===== src/rtl/dmp_pkg.sv =====
`default_nettype none

package dmp_pkg;

  localparam int unsigned FIFO_DEPTH = 4;
  localparam int unsigned FIFO_PTR_W = $clog2(FIFO_DEPTH);
  localparam int unsigned FIFO_CNT_W = $clog2(FIFO_DEPTH + 1);

  localparam logic [1:0] KIND_QUESTION = 2'd0;
  localparam logic [1:0] KIND_ANSWER   = 2'd1;
  localparam logic [1:0] KIND_DONE     = 2'd2;

  localparam logic [7:0] LABEL_PTR_MASK = 8'hc0;

  localparam logic [16:0] QUESTION_TAIL = 17'd5;
  localparam logic [16:0] ANSWER_TAIL   = 17'd12;

  typedef struct packed {
    logic [1:0]  item_kind;
    logic [4:0]  record_index;
    logic [15:0] record_type;
    logic [15:0] record_class;
    logic [31:0] ttl;
    logic [15:0] name_offset;
    logic [15:0] name_length;
    logic [15:0] rdata_length;
    logic [15:0] transaction_id;
    logic [15:0] header_flags;
    logic        status;
    logic        last_of_run;
  } result_t;

  // results of one byte, packed from r0 upward
  typedef struct packed {
    logic [1:0] cnt;
    result_t    r0;
    result_t    r1;
  } push_t;

endpackage

`default_nettype wire


===== src/rtl/dmp_in_if.sv =====
`default_nettype none

interface dmp_in_if;
  logic        valid;
  logic        ready;
  logic [7:0]  data_byte;
  logic [15:0] packet_length;

  modport source(output valid, data_byte, packet_length, input ready);
  modport sink(input valid, data_byte, packet_length, output ready);
endinterface

`default_nettype wire


===== src/rtl/dmp_out_if.sv =====
`default_nettype none

interface dmp_out_if;
  logic        valid;
  logic        ready;
  logic [1:0]  item_kind;
  logic [4:0]  record_index;
  logic [15:0] record_type;
  logic [15:0] record_class;
  logic [31:0] ttl;
  logic [15:0] name_offset;
  logic [15:0] name_length;
  logic [15:0] rdata_length;
  logic [15:0] transaction_id;
  logic [15:0] header_flags;
  logic        status;
  logic        last_of_run;

  modport source(output valid, item_kind, record_index, record_type, record_class, ttl,
                 name_offset, name_length, rdata_length, transaction_id, header_flags,
                 status, last_of_run, input ready);
  modport sink(input valid, item_kind, record_index, record_type, record_class, ttl,
               name_offset, name_length, rdata_length, transaction_id, header_flags,
               status, last_of_run, output ready);
endinterface

`default_nettype wire


===== src/rtl/dmp_parse_core.sv =====
`default_nettype none

module dmp_parse_core #(
  parameter int unsigned MAX_QUESTIONS = 32,
  parameter int unsigned MAX_ANSWERS   = 32
) (
  input  wire logic          clk,
  input  wire logic          rst_n,
  dmp_in_if.sink             in_ch,
  input  wire logic          room,
  output dmp_pkg::push_t     push
);
  import dmp_pkg::*;

  typedef enum logic [2:0] {
    PH_HDR, PH_NAME, PH_PTR, PH_LABEL, PH_FIXED, PH_RDATA, PH_IDLE
  } phase_t;

  localparam logic [5:0] MAX_Q = 6'(MAX_QUESTIONS);
  localparam logic [5:0] MAX_A = 6'(MAX_ANSWERS);

  logic        s_valid_r, s_valid_nxt;
  logic [7:0]  s_byte_r;
  logic [15:0] s_len_r;
  logic        fire;

  phase_t      phase_r, phase_nxt;
  logic [15:0] pos_r, pos_nxt;
  logic [5:0]  q_left_r, q_left_nxt;
  logic [5:0]  a_left_r, a_left_nxt;
  logic [4:0]  idx_r, idx_nxt;
  logic [15:0] name_start_r, name_start_nxt;
  logic [15:0] skip_r, skip_nxt;
  logic [15:0] type_r, type_nxt;
  logic [15:0] class_r, class_nxt;
  logic [31:0] ttl_r, ttl_nxt;
  logic [15:0] rdlen_r, rdlen_nxt;
  logic [15:0] id_r, id_nxt;
  logic [15:0] flags_r, flags_nxt;
  logic        err_r, err_nxt;

  logic        start_req, name_end_req, rec_v, done_v, tail_ok;
  logic [15:0] pos_inc;
  logic [16:0] need;
  result_t     rec, done;

  assign fire        = s_valid_r && room;
  assign in_ch.ready = !s_valid_r || room;
  assign pos_inc     = pos_r + 16'd1;

  always_comb begin
    s_valid_nxt = s_valid_r;
    if (in_ch.valid && in_ch.ready) begin
      s_valid_nxt = 1'b1;
    end else if (fire) begin
      s_valid_nxt = 1'b0;
    end
  end

  always_comb begin
    phase_nxt      = phase_r;
    pos_nxt        = pos_inc;
    q_left_nxt     = q_left_r;
    a_left_nxt     = a_left_r;
    idx_nxt        = idx_r;
    name_start_nxt = name_start_r;
    skip_nxt       = skip_r;
    type_nxt       = type_r;
    class_nxt      = class_r;
    ttl_nxt        = ttl_r;
    rdlen_nxt      = rdlen_r;
    id_nxt         = id_r;
    flags_nxt      = flags_r;
    err_nxt        = err_r;
    start_req      = 1'b0;
    name_end_req   = 1'b0;
    rec_v          = 1'b0;
    rec            = '0;
    need           = (q_left_r != 6'd0) ? QUESTION_TAIL : ANSWER_TAIL;

    unique case (phase_r)
      PH_HDR: begin
        case (pos_r)
          16'd0:   id_nxt    = {s_byte_r, 8'h00};
          16'd1:   id_nxt    = {id_r[15:8], id_r[7:0] | s_byte_r};
          16'd2:   flags_nxt = {s_byte_r, 8'h00};
          16'd3:   flags_nxt = {flags_r[15:8], flags_r[7:0] | s_byte_r};
          16'd4:   type_nxt  = {s_byte_r, 8'h00};
          16'd5:   type_nxt  = {type_r[15:8], type_r[7:0] | s_byte_r};
          16'd6:   class_nxt = {s_byte_r, 8'h00};
          16'd7:   class_nxt = {class_r[15:8], class_r[7:0] | s_byte_r};
          16'd11: begin
            q_left_nxt = (type_r > 16'(MAX_Q)) ? MAX_Q : type_r[5:0];
            a_left_nxt = (class_r > 16'(MAX_A)) ? MAX_A : class_r[5:0];
            type_nxt   = '0;
            class_nxt  = '0;
            idx_nxt    = '0;
            start_req  = 1'b1;
          end
          default: ;
        endcase
      end
      PH_NAME: begin
        if (s_byte_r == 8'd0) begin
          name_end_req = 1'b1;
        end else if ((s_byte_r & LABEL_PTR_MASK) != 8'd0) begin
          phase_nxt = PH_PTR;
        end else begin
          skip_nxt  = {8'd0, s_byte_r};
          phase_nxt = PH_LABEL;
        end
      end
      PH_PTR: name_end_req = 1'b1;
      PH_LABEL: begin
        skip_nxt = skip_r - 16'd1;
        if (skip_nxt == 16'd0) phase_nxt = PH_NAME;
      end
      PH_FIXED: begin
        if (skip_r == 16'd0) begin
          type_nxt = {s_byte_r, 8'h00};
        end else if (skip_r == 16'd1) begin
          type_nxt = {type_r[15:8], type_r[7:0] | s_byte_r};
        end else if (skip_r == 16'd2) begin
          class_nxt = {s_byte_r, 8'h00};
        end else if (skip_r == 16'd3) begin
          class_nxt = {class_r[15:8], class_r[7:0] | s_byte_r};
        end else if (skip_r <= 16'd7) begin
          ttl_nxt = {ttl_r[23:0], s_byte_r};
        end else if (skip_r == 16'd8) begin
          rdlen_nxt = {s_byte_r, 8'h00};
        end else begin
          rdlen_nxt = {rdlen_r[15:8], rdlen_r[7:0] | s_byte_r};
        end
        skip_nxt = skip_r + 16'd1;

        if (q_left_r != 6'd0 && skip_r >= 16'd3) begin
          rec_v             = 1'b1;
          rec.item_kind     = KIND_QUESTION;
          rec.record_index  = idx_r;
          rec.record_type   = type_nxt;
          rec.record_class  = class_nxt;
          rec.name_offset   = name_start_r;
          rec.name_length   = pos_r - name_start_r - 16'd3;
          q_left_nxt        = q_left_r - 6'd1;
          idx_nxt           = (q_left_nxt == 6'd0) ? 5'd0 : idx_r + 5'd1;
          start_req         = 1'b1;
        end else if (q_left_r == 6'd0 && skip_r >= 16'd9) begin
          rec_v             = 1'b1;
          rec.item_kind     = KIND_ANSWER;
          rec.record_index  = idx_r;
          rec.record_type   = type_nxt;
          rec.record_class  = class_nxt;
          rec.ttl           = ttl_nxt;
          rec.name_offset   = name_start_r;
          rec.name_length   = pos_r - name_start_r - 16'd9;
          rec.rdata_length  = rdlen_nxt;
          if (a_left_r != 6'd0) a_left_nxt = a_left_r - 6'd1;
          idx_nxt = idx_r + 5'd1;
          if (rdlen_nxt != 16'd0) begin
            skip_nxt  = rdlen_nxt;
            phase_nxt = PH_RDATA;
          end else begin
            start_req = 1'b1;
          end
        end
      end
      PH_RDATA: begin
        skip_nxt = skip_r - 16'd1;
        if (skip_nxt == 16'd0) start_req = 1'b1;
      end
      PH_IDLE: ;
      default: ;
    endcase

    // name ended: check room for the fixed part of the record
    if (name_end_req) begin
      if ({1'b0, pos_r} + need > {1'b0, s_len_r}) begin
        err_nxt   = 1'b1;
        phase_nxt = PH_IDLE;
      end else begin
        phase_nxt = PH_FIXED;
        skip_nxt  = '0;
        ttl_nxt   = '0;
        rdlen_nxt = '0;
      end
    end

    if (start_req) begin
      if ({1'b0, q_left_nxt} + {1'b0, a_left_nxt} != 7'd0) begin
        phase_nxt      = PH_NAME;
        name_start_nxt = pos_inc;
      end else begin
        phase_nxt = PH_IDLE;
      end
    end

    done_v  = ({1'b0, pos_r} + 17'd1) >= {1'b0, s_len_r};
    tail_ok = (phase_nxt == PH_IDLE) ||
              (phase_nxt == PH_RDATA && q_left_nxt == 6'd0 && a_left_nxt == 6'd0);
    done                = '0;
    done.item_kind      = KIND_DONE;
    done.transaction_id = (phase_nxt == PH_HDR) ? 16'd0 : id_nxt;
    done.header_flags   = (phase_nxt == PH_HDR) ? 16'd0 : flags_nxt;
    done.status         = err_nxt || !tail_ok;
    done.last_of_run    = 1'b1;
    rec.last_of_run     = !done_v;

    // packet end puts everything back to the post-reset state
    if (done_v) begin
      phase_nxt      = PH_HDR;
      pos_nxt        = '0;
      q_left_nxt     = '0;
      a_left_nxt     = '0;
      idx_nxt        = '0;
      name_start_nxt = '0;
      skip_nxt       = '0;
      type_nxt       = '0;
      class_nxt      = '0;
      ttl_nxt        = '0;
      rdlen_nxt      = '0;
      id_nxt         = '0;
      flags_nxt      = '0;
      err_nxt        = 1'b0;
    end

    push.cnt = fire ? ({1'b0, rec_v} + {1'b0, done_v}) : 2'd0;
    push.r0  = rec_v ? rec : done;
    push.r1  = done;
  end

  always_ff @(posedge clk) begin
    if (!rst_n) begin
      s_valid_r    <= 1'b0;
      phase_r      <= PH_HDR;
      pos_r        <= '0;
      q_left_r     <= '0;
      a_left_r     <= '0;
      idx_r        <= '0;
      name_start_r <= '0;
      skip_r       <= '0;
      type_r       <= '0;
      class_r      <= '0;
      ttl_r        <= '0;
      rdlen_r      <= '0;
      id_r         <= '0;
      flags_r      <= '0;
      err_r        <= 1'b0;
    end else begin
      s_valid_r <= s_valid_nxt;
      if (fire) begin
        phase_r      <= phase_nxt;
        pos_r        <= pos_nxt;
        q_left_r     <= q_left_nxt;
        a_left_r     <= a_left_nxt;
        idx_r        <= idx_nxt;
        name_start_r <= name_start_nxt;
        skip_r       <= skip_nxt;
        type_r       <= type_nxt;
        class_r      <= class_nxt;
        ttl_r        <= ttl_nxt;
        rdlen_r      <= rdlen_nxt;
        id_r         <= id_nxt;
        flags_r      <= flags_nxt;
        err_r        <= err_nxt;
      end
    end
  end

  always_ff @(posedge clk) begin
    if (in_ch.valid && in_ch.ready) begin
      s_byte_r <= in_ch.data_byte;
      s_len_r  <= in_ch.packet_length;
    end
  end

  a_two_ends_in_done: assert property (@(posedge clk) disable iff (!rst_n)
    push.cnt == 2'd2 |-> push.r1.item_kind == KIND_DONE && !push.r0.last_of_run)
    else $error("second result of a byte is not the done item");

  a_single_is_last: assert property (@(posedge clk) disable iff (!rst_n)
    push.cnt == 2'd1 |-> push.r0.last_of_run)
    else $error("single result not marked last");

  a_done_restarts: assert property (@(posedge clk) disable iff (!rst_n)
    push.cnt != 2'd0 && push.r0.item_kind == KIND_DONE
      |=> pos_r == 16'd0 && phase_r == PH_HDR && !err_r)
    else $error("state not cleared after packet end");

  a_fixed_has_records: assert property (@(posedge clk) disable iff (!rst_n)
    phase_r == PH_FIXED |-> q_left_r != 6'd0 || a_left_r != 6'd0)
    else $error("record fields parsed with no record left");

endmodule

`default_nettype wire


===== src/rtl/dmp_result_fifo.sv =====
`default_nettype none

module dmp_result_fifo (
  input  wire logic      clk,
  input  wire logic      rst_n,
  input  dmp_pkg::push_t push,
  output logic           room,
  dmp_out_if.source      out_ch
);
  import dmp_pkg::*;

  result_t                 mem_r [FIFO_DEPTH];
  logic [FIFO_PTR_W-1:0]   wr_ptr_r, wr_ptr_nxt;
  logic [FIFO_PTR_W-1:0]   rd_ptr_r, rd_ptr_nxt;
  logic [FIFO_CNT_W-1:0]   count_r, count_nxt;
  logic                    pop;
  result_t                 head;

  assign head = mem_r[rd_ptr_r];
  assign pop  = out_ch.valid && out_ch.ready;
  // two free slots cover the worst case of one byte
  assign room = count_r <= FIFO_CNT_W'(FIFO_DEPTH - 2);

  assign out_ch.valid          = count_r != '0;
  assign out_ch.item_kind      = head.item_kind;
  assign out_ch.record_index   = head.record_index;
  assign out_ch.record_type    = head.record_type;
  assign out_ch.record_class   = head.record_class;
  assign out_ch.ttl            = head.ttl;
  assign out_ch.name_offset    = head.name_offset;
  assign out_ch.name_length    = head.name_length;
  assign out_ch.rdata_length   = head.rdata_length;
  assign out_ch.transaction_id = head.transaction_id;
  assign out_ch.header_flags   = head.header_flags;
  assign out_ch.status         = head.status;
  assign out_ch.last_of_run    = head.last_of_run;

  always_comb begin
    wr_ptr_nxt = wr_ptr_r + FIFO_PTR_W'(push.cnt);
    rd_ptr_nxt = pop ? rd_ptr_r + 1'b1 : rd_ptr_r;
    count_nxt  = count_r + FIFO_CNT_W'(push.cnt) - FIFO_CNT_W'(pop);
  end

  always_ff @(posedge clk) begin
    if (!rst_n) begin
      wr_ptr_r <= '0;
      rd_ptr_r <= '0;
      count_r  <= '0;
    end else begin
      wr_ptr_r <= wr_ptr_nxt;
      rd_ptr_r <= rd_ptr_nxt;
      count_r  <= count_nxt;
    end
  end

  always_ff @(posedge clk) begin
    if (push.cnt != 2'd0) mem_r[wr_ptr_r] <= push.r0;
    if (push.cnt == 2'd2) mem_r[wr_ptr_r + 1'b1] <= push.r1;
  end

  a_no_overflow: assert property (@(posedge clk) disable iff (!rst_n)
    count_r <= FIFO_CNT_W'(FIFO_DEPTH))
    else $error("result queue overflow");

  a_push_needs_room: assert property (@(posedge clk) disable iff (!rst_n)
    push.cnt != 2'd0 |-> room)
    else $error("results pushed without room");

endmodule

`default_nettype wire


===== src/rtl/dns_message_parser_unit.sv =====
`default_nettype none

// channel   dir  handshake      payload
// in_ch     in   valid/ready    data_byte, packet_length
// out_ch    out  valid/ready    one record or packet-done result per transfer
//
// one byte per cycle sustained while the queue has room; a byte goes through the input
// register and one pass of parse logic, and its results are written into a 4-entry result queue
// a byte may cause two results (last record and done) while the queue drains at
// most one per cycle, so the queue can fill while bytes keep coming in
// input stalls only when the queue has fewer than two free slots
// rst_n is synchronous; parser returns to header phase after every done result

module dns_message_parser_unit #(
  parameter int unsigned MAX_QUESTIONS = 32,
  parameter int unsigned MAX_ANSWERS   = 32
) (
  input wire logic   clk,
  input wire logic   rst_n,
  dmp_in_if.sink     in_ch,
  dmp_out_if.source  out_ch
);
  import dmp_pkg::*;

  push_t push;
  logic  room;

  dmp_parse_core #(
    .MAX_QUESTIONS (MAX_QUESTIONS),
    .MAX_ANSWERS   (MAX_ANSWERS)
  ) u_core (
    .clk   (clk),
    .rst_n (rst_n),
    .in_ch (in_ch),
    .room  (room),
    .push  (push)
  );

  dmp_result_fifo u_fifo (
    .clk    (clk),
    .rst_n  (rst_n),
    .push   (push),
    .room   (room),
    .out_ch (out_ch)
  );

endmodule

`default_nettype wire


===== src/flat_wrapper.sv =====
// flat-port wrapper written by rule: the top's interface ports become plain ports
module dns_message_parser_unit_flat import dmp_pkg::*;
#(
  parameter int unsigned MAX_QUESTIONS = 32,
  parameter int unsigned MAX_ANSWERS   = 32
)
  (clk, rst_n, in_ch_valid, in_ch_data_byte, in_ch_packet_length, in_ch_ready, out_ch_valid, out_ch_item_kind, out_ch_record_index, out_ch_record_type, out_ch_record_class, out_ch_ttl, out_ch_name_offset, out_ch_name_length, out_ch_rdata_length, out_ch_transaction_id, out_ch_header_flags, out_ch_status, out_ch_last_of_run, out_ch_ready);
  dmp_in_if in_ch_i ();
  dmp_out_if out_ch_i ();
  input wire logic clk;
  input wire logic rst_n;
  input wire logic [$bits(in_ch_i.valid)-1:0] in_ch_valid;
  input wire logic [$bits(in_ch_i.data_byte)-1:0] in_ch_data_byte;
  input wire logic [$bits(in_ch_i.packet_length)-1:0] in_ch_packet_length;
  output wire logic [$bits(in_ch_i.ready)-1:0] in_ch_ready;
  output wire logic [$bits(out_ch_i.valid)-1:0] out_ch_valid;
  output wire logic [$bits(out_ch_i.item_kind)-1:0] out_ch_item_kind;
  output wire logic [$bits(out_ch_i.record_index)-1:0] out_ch_record_index;
  output wire logic [$bits(out_ch_i.record_type)-1:0] out_ch_record_type;
  output wire logic [$bits(out_ch_i.record_class)-1:0] out_ch_record_class;
  output wire logic [$bits(out_ch_i.ttl)-1:0] out_ch_ttl;
  output wire logic [$bits(out_ch_i.name_offset)-1:0] out_ch_name_offset;
  output wire logic [$bits(out_ch_i.name_length)-1:0] out_ch_name_length;
  output wire logic [$bits(out_ch_i.rdata_length)-1:0] out_ch_rdata_length;
  output wire logic [$bits(out_ch_i.transaction_id)-1:0] out_ch_transaction_id;
  output wire logic [$bits(out_ch_i.header_flags)-1:0] out_ch_header_flags;
  output wire logic [$bits(out_ch_i.status)-1:0] out_ch_status;
  output wire logic [$bits(out_ch_i.last_of_run)-1:0] out_ch_last_of_run;
  input wire logic [$bits(out_ch_i.ready)-1:0] out_ch_ready;
  assign in_ch_i.valid = in_ch_valid;
  assign in_ch_i.data_byte = in_ch_data_byte;
  assign in_ch_i.packet_length = in_ch_packet_length;
  assign in_ch_ready = in_ch_i.ready;
  assign out_ch_valid = out_ch_i.valid;
  assign out_ch_item_kind = out_ch_i.item_kind;
  assign out_ch_record_index = out_ch_i.record_index;
  assign out_ch_record_type = out_ch_i.record_type;
  assign out_ch_record_class = out_ch_i.record_class;
  assign out_ch_ttl = out_ch_i.ttl;
  assign out_ch_name_offset = out_ch_i.name_offset;
  assign out_ch_name_length = out_ch_i.name_length;
  assign out_ch_rdata_length = out_ch_i.rdata_length;
  assign out_ch_transaction_id = out_ch_i.transaction_id;
  assign out_ch_header_flags = out_ch_i.header_flags;
  assign out_ch_status = out_ch_i.status;
  assign out_ch_last_of_run = out_ch_i.last_of_run;
  assign out_ch_i.ready = out_ch_ready;
  dns_message_parser_unit #(.MAX_QUESTIONS(MAX_QUESTIONS), .MAX_ANSWERS(MAX_ANSWERS)) u_core (.clk(clk), .rst_n(rst_n), .in_ch(in_ch_i), .out_ch(out_ch_i));
endmodule

===== config.mk =====
export PLATFORM = sky130hd
export DESIGN_NAME = dns_message_parser_unit_flat
export DESIGN_NICKNAME = d
export VERILOG_FILES = /design/src/rtl/dmp_pkg.sv /design/src/rtl/dmp_in_if.sv /design/src/rtl/dmp_out_if.sv /design/src/rtl/dmp_parse_core.sv /design/src/rtl/dmp_result_fifo.sv /design/src/rtl/dns_message_parser_unit.sv /design/src/flat_wrapper.sv
export SDC_FILE = /design/constraint.sdc
export NUM_CORES = 2
export LEC_CHECK = 0
export BUFFER_PORTS_ARGS = -buffer_cell sky130_fd_sc_hd__buf_2
export CAP_MARGIN = 10
export CORE_MARGIN = 3
export CORE_UTILIZATION = 39
export CTS_CLUSTER_SIZE = 25
export DETAILED_ROUTE_END_ITERATION = 8
export PLACE_DENSITY_LB_ADDON = 0.2
export SETUP_SLACK_MARGIN = 0.2
export SLEW_MARGIN = 10
export SYNTH_ARGS = -nofsm -noshare
export SYNTH_HDL_FRONTEND = slang
export SYNTH_SLANG_ARGS = --single-unit

===== constraint.sdc =====
create_clock -name clk -period 9.5 [get_ports clk]
set_clock_uncertainty 0.1 [all_clocks]
set_input_delay 0 -clock clk [delete_from_list [all_inputs] [get_ports clk]]
set_output_delay 0 -clock clk [all_outputs]
set_load 0.01 [all_outputs]

# --- After elaboration in Yosys (flattened, before gate mapping) ---
# Memory sizes are Yosys's and may differ from the RTL's. A register that Yosys moved wholly into a read port is not among the register bits.
# Cells that the tools add are included.
totals:
  input_bits: 28
  reg_bits: 213
  mem_bits_rw: 612
  word_cells: 237
  out_inout_bits: 155
  mem_count: 1
mem_list:
  columns: ["memory", "depth", "word_bits", "rd", "rd_ports_with_merged_regs", "wr", "line", "rtl"]
  rows:
  - ["u_core.u_fifo.mem_r", 4, 153, 1, 1, 2, "dmp_result_fifo.sv:12", "result_t mem_r [FIFO_DEPTH];"]
op_classes:
  n_addsub: 18
  n_bitwise: 5
  n_lt_le_gt_ge: 8
  n_mux: 114
  eq_ne: 28
  reduce_logical: 41
op_table:
  columns: ["operator", "count"]
  rows:
  - ["16-bit two-way mux", 36]
  - ["32-bit two-way mux", 11]
  - ["153-bit two-way mux", 1]
  - ["16-bit one-hot mux with 3 select lines", 3]
  - ["16-bit one-hot mux with 2 select lines", 4]
  - ["119-bit two-way mux", 1]
  - ["118-bit two-way mux", 1]
  - ["16-bit by 2-bit == test with 1-bit output (second input constant)", 4]
  - ["16-bit by 3-bit == test with 1-bit output (second input constant)", 4]
  - ["6-bit two-way mux", 10]
  - ["16-bit zero test", 3]
  - ["8-bit bitwise OR", 5]
  - ["39-bit two-way mux", 1]
  - ["16-bit by 1-bit adder with 16-bit output (second input constant)", 2]
  - ["16-bit by 1-bit == test with 1-bit output (second input constant)", 2]
  - ["16-bit by 4-bit == test with 1-bit output (second input constant)", 2]
  - ["16-bit by 6-bit greater-than comparator with 1-bit output (second input constant)", 2]
  - ["3-bit two-way mux", 9]
  - ["5-bit two-way mux", 5]
  - ["6-bit zero test", 4]
  - ["6-bit one-hot mux with 2 select lines", 2]
  - ["1-bit two-way mux", 19]
  - ["16-bit by 1-bit adder with 17-bit output (second input constant)", 1]
  - ["16-bit by 4-bit adder with 17-bit output", 1]
  - ["47 further kinds", 81]

# --- Depth between registers and ports, before layout ---
depth:
  depth_word: 22
  ltp_mapped: 29
  depth_no_buf: 24

# --- By module ---
# A second synthesis with hierarchy kept.
unflattened:
  hier_cells: 3567
  area_unflattened_um2: 45817.7
by_module_without_submodules:
  columns: ["module", "seq_area_each_um2", "cells_each", "area_each_um2", "instances"]
  rows:
  - ["dmp_result_fifo", 18557.8, 1528, 30424.2, 1]
  - ["dmp_parse_core", 4364.2, 2039, 15393.5, 1]

# --- Worst setup path after synthesis ---
# Ideal clock, no wire load.
synth_path:
  path_type: "register to register"
  startpoint: "register u_core.u_core.pos_r[1]"
  endpoint: "memory u_core.u_fifo.mem_r[1][18] (netlist bit) (data pin)"
  period_less_slack_ps: 6185
  arrival_ps: 5818
  stages_incl_launch_ff: 28
  setup_time_ps: 266
  required_time_ps: 9134
  n_path_buf: 7
  setup_slack_ps: 3315
  path_cell_list: "dfxtp_1 ha_1 buf_6 nand3_1 nor2_1 nand3_1 xor2_1 inv_1 ha_1 a21o_1 a21o_1 a21oi_1 nand2_1 o21ai_1 and2_1 clkbuf_1 inv_1 clkbuf_1 clkbuf_1 ha_1 clkbuf_1 mux2_2 nand3_1 clkbuf_1 inv_1 nand2_1 clkbuf_1 nor2_1"
synth_lines:
  columns: ["item", "line", "rtl"]
  rows:
  - ["start: declaration", "dmp_parse_core.sv:28", "logic [15:0] pos_r, pos_nxt;"]
  - ["start signal: assignment", "dmp_parse_core.sv:252", "pos_r <= pos_nxt;"]
  - ["end: declaration", "dmp_result_fifo.sv:12", null]

==> tab_implementation.tex <==
\begin{tabular}{lr}
\hline
Metric & Value \\
\hline
\multicolumn{2}{l}{\textbf{Timing}} \\
Headroom to the max-slew limit & 22.1\% \\
Shortest period the worst path allows & 7.09 ns \\
Number of hold-slack violations in the final timing report & 0 \\
RSZ-0062 raised after global routing & no \\
Actual slew at the worst max-slew pin & 1.16 ns \\
Final setup vio count & 0 \\
Final number of max-transition violations & 0 \\
Max Clk Rate & $\sim$0.14 GHz \\
Fin crit share & 74.6\% \\
Setup total negative slack & 0 ns \\
\multicolumn{2}{l}{\textbf{Synth}} \\
Cells after synthesis & between 3000 and 4000 \\
Sequential-to-total area share from yosys stat & between 40\% and 50\% \\
Post-Syn Nets & 3810 \\
Total standard cell area after synthesis & 37700 µm² \\
Yosys top cell area share & 35.7\% \\
Post-synth EDFFs & around 160 \\
Count of state elements after synthesis & around 830 \\
Per-instance average area after synthesis & a little over 10 µm² \\
Leading post-synthesis cells by cell area & dfxtp\_1 (36\%), edfxtp\_1 (12\%), a22o\_1 (9.4\%) \\
Biggest area consumer among synthesized cells & dfxtp\_1 \\
Async S/R FF share, synth & 0\% \\
Main flop type after synthesis & dfxtp\_1 \\
Post-synthesis cell type count & between 90 and 100 \\
Number of warning messages in the yosys log & 0 \\
\multicolumn{2}{l}{\textbf{Setup path}} \\
Number of cells traversed by the worst register-to-register path & 23 \\
Critical path endpoint category & register \\
Reg-to-reg slack, setup & 2.41 ns \\
Required time reported for the critical path endpoint & 9.90 ns \\
Critical R2R Launch & u\_core.u\_core.pos\_r[1]\$\_SDFFE\_PN0P\_ \\
Critical Path Source Type & register \\
RR Endpoint & u\_core.u\_fifo.mem\_r[1][1]\$\_DFFE\_PP\_ \\
Critical-path maximum fanout & 57 \\
Crit path kind & reg2reg \\
Arrival time worst endpoint & between 7 and 8 ns \\
\multicolumn{2}{l}{\textbf{Floorplanning}} \\
Die outline area & 100000 µm² \\
Number of I/O pins & 183 \\
Core Box Area & 95400 µm² \\
Initial cell density of the core & 39.5\% \\
Die width & 317 µm \\
Cell Rows & 113 \\
Die height & 317 µm \\
\multicolumn{2}{l}{\textbf{Global routing}} \\
Number of antenna violations at the first check in global routing & 1 \\
Total gr overflow & 0 \\
Number of global-route vias before repair & 28800 \\
Global-route wire length before repair & 181 mm \\
Overall routing resource usage & roughly 23\% \\
Maximum number of pins on one net before global-route repair & between 100 and 150 \\
\multicolumn{2}{l}{\textbf{Route}} \\
WL/cell & 22.9 µm \\
Via total after detailed routing & 29800 \\
Via density per instance & 5.82 \\
Drt total wl & 117 mm \\
First-iteration detailed-routing DRC count & 2628 \\
Remaining DRCs & 0 \\
Antenna viol nets, final & 0 \\
DRT Pass-1 Iters & 6 \\
\multicolumn{2}{l}{\textbf{Final layout}} \\
Count of nets after finishing & just under 4000 \\
Most frequent standard cell in the layout excluding fill and tap cells & dfxtp\_1 \\
Highest-count cells in the layout ignoring fill and taps & dfxtp\_1 (669), a22o\_1 (404), nand2\_1 (378), nor2\_1 (368), buf\_2 (182) \\
Registers with the most flip-flops & u\_core.u\_fifo.mem\_r (612), u\_core.u\_core.ttl\_r (32) \\
Largest reg by FF count & u\_core.u\_fifo.mem\_r \\
Final instance area & 43100 µm² \\
Area growth, synth to finish & 14.3\% \\
Fill cells & 9036 \\
Share of cells above drive strength 1 & 15.4\% \\
Flip-flop count of the largest register after layout & roughly 600 \\
\multicolumn{2}{l}{\textbf{Pwr}} \\
Net switching power figure & approximately 2.1 mW \\
Share of total power in sequential cells & about 44\% \\
Overall power of the completed layout & 8.17 mW \\
Sw Share & 25.3\% \\
Relative contribution of combinational cells to total power & a little under an eighth \\
Clock network power share & about 44\% \\
LEAKAGE & 16.0 nW \\
Maximum vdd drop & 0.223 mV \\
Power density of the placed cells & $\sim$190 nW/µm² \\
Power Internal & 6.10 mW \\
\multicolumn{2}{l}{\textbf{Run}} \\
Max Cap Violations & 0 \\
\multicolumn{2}{l}{\textbf{Placed design}} \\
GPL Wtd Cong & 0.881 \\
Post-detailed-placement cell area & slightly below 40000 µm² \\
Detailed placer's ending HPWL & about 74 mm \\
PortBufs & 182 \\
\multicolumn{2}{l}{\textbf{Worst hold path}} \\
Path class of the lowest-slack min-delay path & in2reg \\
Hold\_sp & in\_ch\_valid \\
Hold path depth & 4 \\
Worst min-delay path endpoint & u\_core.u\_core.s\_valid\_r\$\_SDFFE\_PN0P\_ \\
\multicolumn{2}{l}{\textbf{Status}} \\
Run status & completed \\
\multicolumn{2}{l}{\textbf{Clocking}} \\
Number of clock sinks & 827 \\
Clock buffers created by TritonCTS & 91 \\
Clock latency reported for the late side of the worst-skew pair & 0.69 ns \\
TritonCTS clock tree & yes \\
Clock root buffer master & clkbuf\_16 \\
Depth of the CTS H-tree & 3 \\
Number of buffers on the longest clock path & 3 \\
Clock input transition at the sequential cells of the worst setup and hold paths & 0.06 ns \\
\hline
\end{tabular}
## power groups by stage
stage | Combinational, mW | Clock, mW | Sequential [mW]
final | 0.926 | 3.62 | 3.63
after detailed placement | 0.925 | 0 | 3.71
after floorplan | 0.650 | 0 | 3.69
after global placement | 0.921 | 0 | 3.70
after CTS | 0.941 | 3.69 | 3.63
after global routing | 0.999 | 3.83 | 3.63
## cells by family (layout without fill, tap and decap cells)
kind of cell | count (synthesis) | in the layout | share of synthesized area [%]
simple gates | 1063 | 1063 | 12.6
xor+xnor | 76 | 76 | 1.77
buf+inv | 397 | 547 | 4.20
fa+ha+maj | 81 | 81 | 2.75
flops | 827 | 827 | 48.1
mux | 168 | 168 | 9.55
compound gates | 1089 | 1089 | 21.0
other cells | 0 | 2 | 0
## synthesized netlist by cell type (14+ instances only)
library cell,number
a211oi_1,19
a21o_1,22
a21oi_1,181
a221oi_1,16
a22o_1,404
a22oi_1,76
and2_1,31
buf_1,28
clkbuf_1,256
dfxtp_1,671
edfxtp_1,156
ha_1,78
inv_1,90
mux2i_1,14
mux4_2,153
nand2_1,381
nand3_1,70
nand4_1,14
nor2_1,371
nor3_1,55
nor4_1,25
o211ai_1,15
o21a_1,14
o21ai_0,164
o21ai_1,42
or3_1,15
xnor2_1,40
xor2_1,36
## critical path: stages, from the launching register on
cell and delay (ns):
dfxtp_1 0.53, ha_1 0.49, nand3_1 0.25, nor2_1 0.36, nand3_1 0.14, xor2_1 0.26, inv_1 0.08, ha_1 0.29
a21o_1 0.16, a21o_1 0.16, a21oi_1 0.20, nand2_1 0.08, o21ai_1 0.43, and2_1 0.22, inv_1 0.04, buf_4 0.23
ha_1 0.43, mux2_2 0.33, nand3_4 0.72, inv_1 0.22, buf_4 0.49, nand2_1 0.09, buf_4 0.30, nor3_1 0.22
## worst max path at each step
stage | from | endpoint | cells past startpoint
final | u_core.u_core.pos_r[1]$_SDFFE_PN0P_ | u_core.u_fifo.mem_r[1][1]$_DFFE_PP_ | 23
after floorplan | u_core.u_core.pos_r[1]$_SDFFE_PN0P_ | u_core.u_fifo.mem_r[1][18]$_DFFE_PP_ | 27
after CTS | u_core.u_core.pos_r[1]$_SDFFE_PN0P_ | u_core.u_fifo.mem_r[3][1]$_DFFE_PP_ | 22
after global routing | u_core.u_core.pos_r[1]$_SDFFE_PN0P_ | u_core.u_fifo.mem_r[3][1]$_DFFE_PP_ | 22
after global placement | u_core.u_core.pos_r[1]$_SDFFE_PN0P_ | u_core.u_fifo.mem_r[3][1]$_DFFE_PP_ | 22
after detailed placement | u_core.u_core.pos_r[1]$_SDFFE_PN0P_ | u_core.u_fifo.mem_r[3][1]$_DFFE_PP_ | 22
## what timing repair did
action	in CTS	in global routing
hold endpoints to repair	85	0
setup endpoints to repair	0	0
resized for setup	0	0
setup buffers	0	0
hold buffers	51	0
## stage by stage
stage / utilization, % / worst slack [ns] / hold WS [ns] / std cells
3_5_place_dp: 41.4 / 2.50 / 0.0781 / 4898
2_1_floorplan: - / 3.32 / -0.00113 / 3701
3_3_place_gp: 41.4 / 2.53 / 0.0771 / 4898
4_1_cts: 45.1 / 2.43 / 0.0267 / 5116
5_1_grt: 45.1 / 1.83 / 0.0700 / 5116
6_report: 45.1 / 2.41 / 0.0648 / 5118
## metal layers
metal,track usage (%),wire (µm)
met4,6.79,3060
met5,0,7
met3,3.58,7640
met2,35.7,52800
met1,33.2,53800
## layout make-up
type | instances | area [µm²] | share of cell area, %
flip-flops and latches | 827 | 18100 | 42.1
clock inverters | 33 | 405 | 0.942
diodes | 2 | 5.00 | 0.0116
well taps | 1265 | 1580 | 3.68
repair buffers | 288 | 1860 | 4.32
inverters | 92 | 349 | 0.811
clock buffers | 134 | 2670 | 6.20
multi-input cells | 2477 | 18100 | 41.9
(Power assumes the default switching activity.)
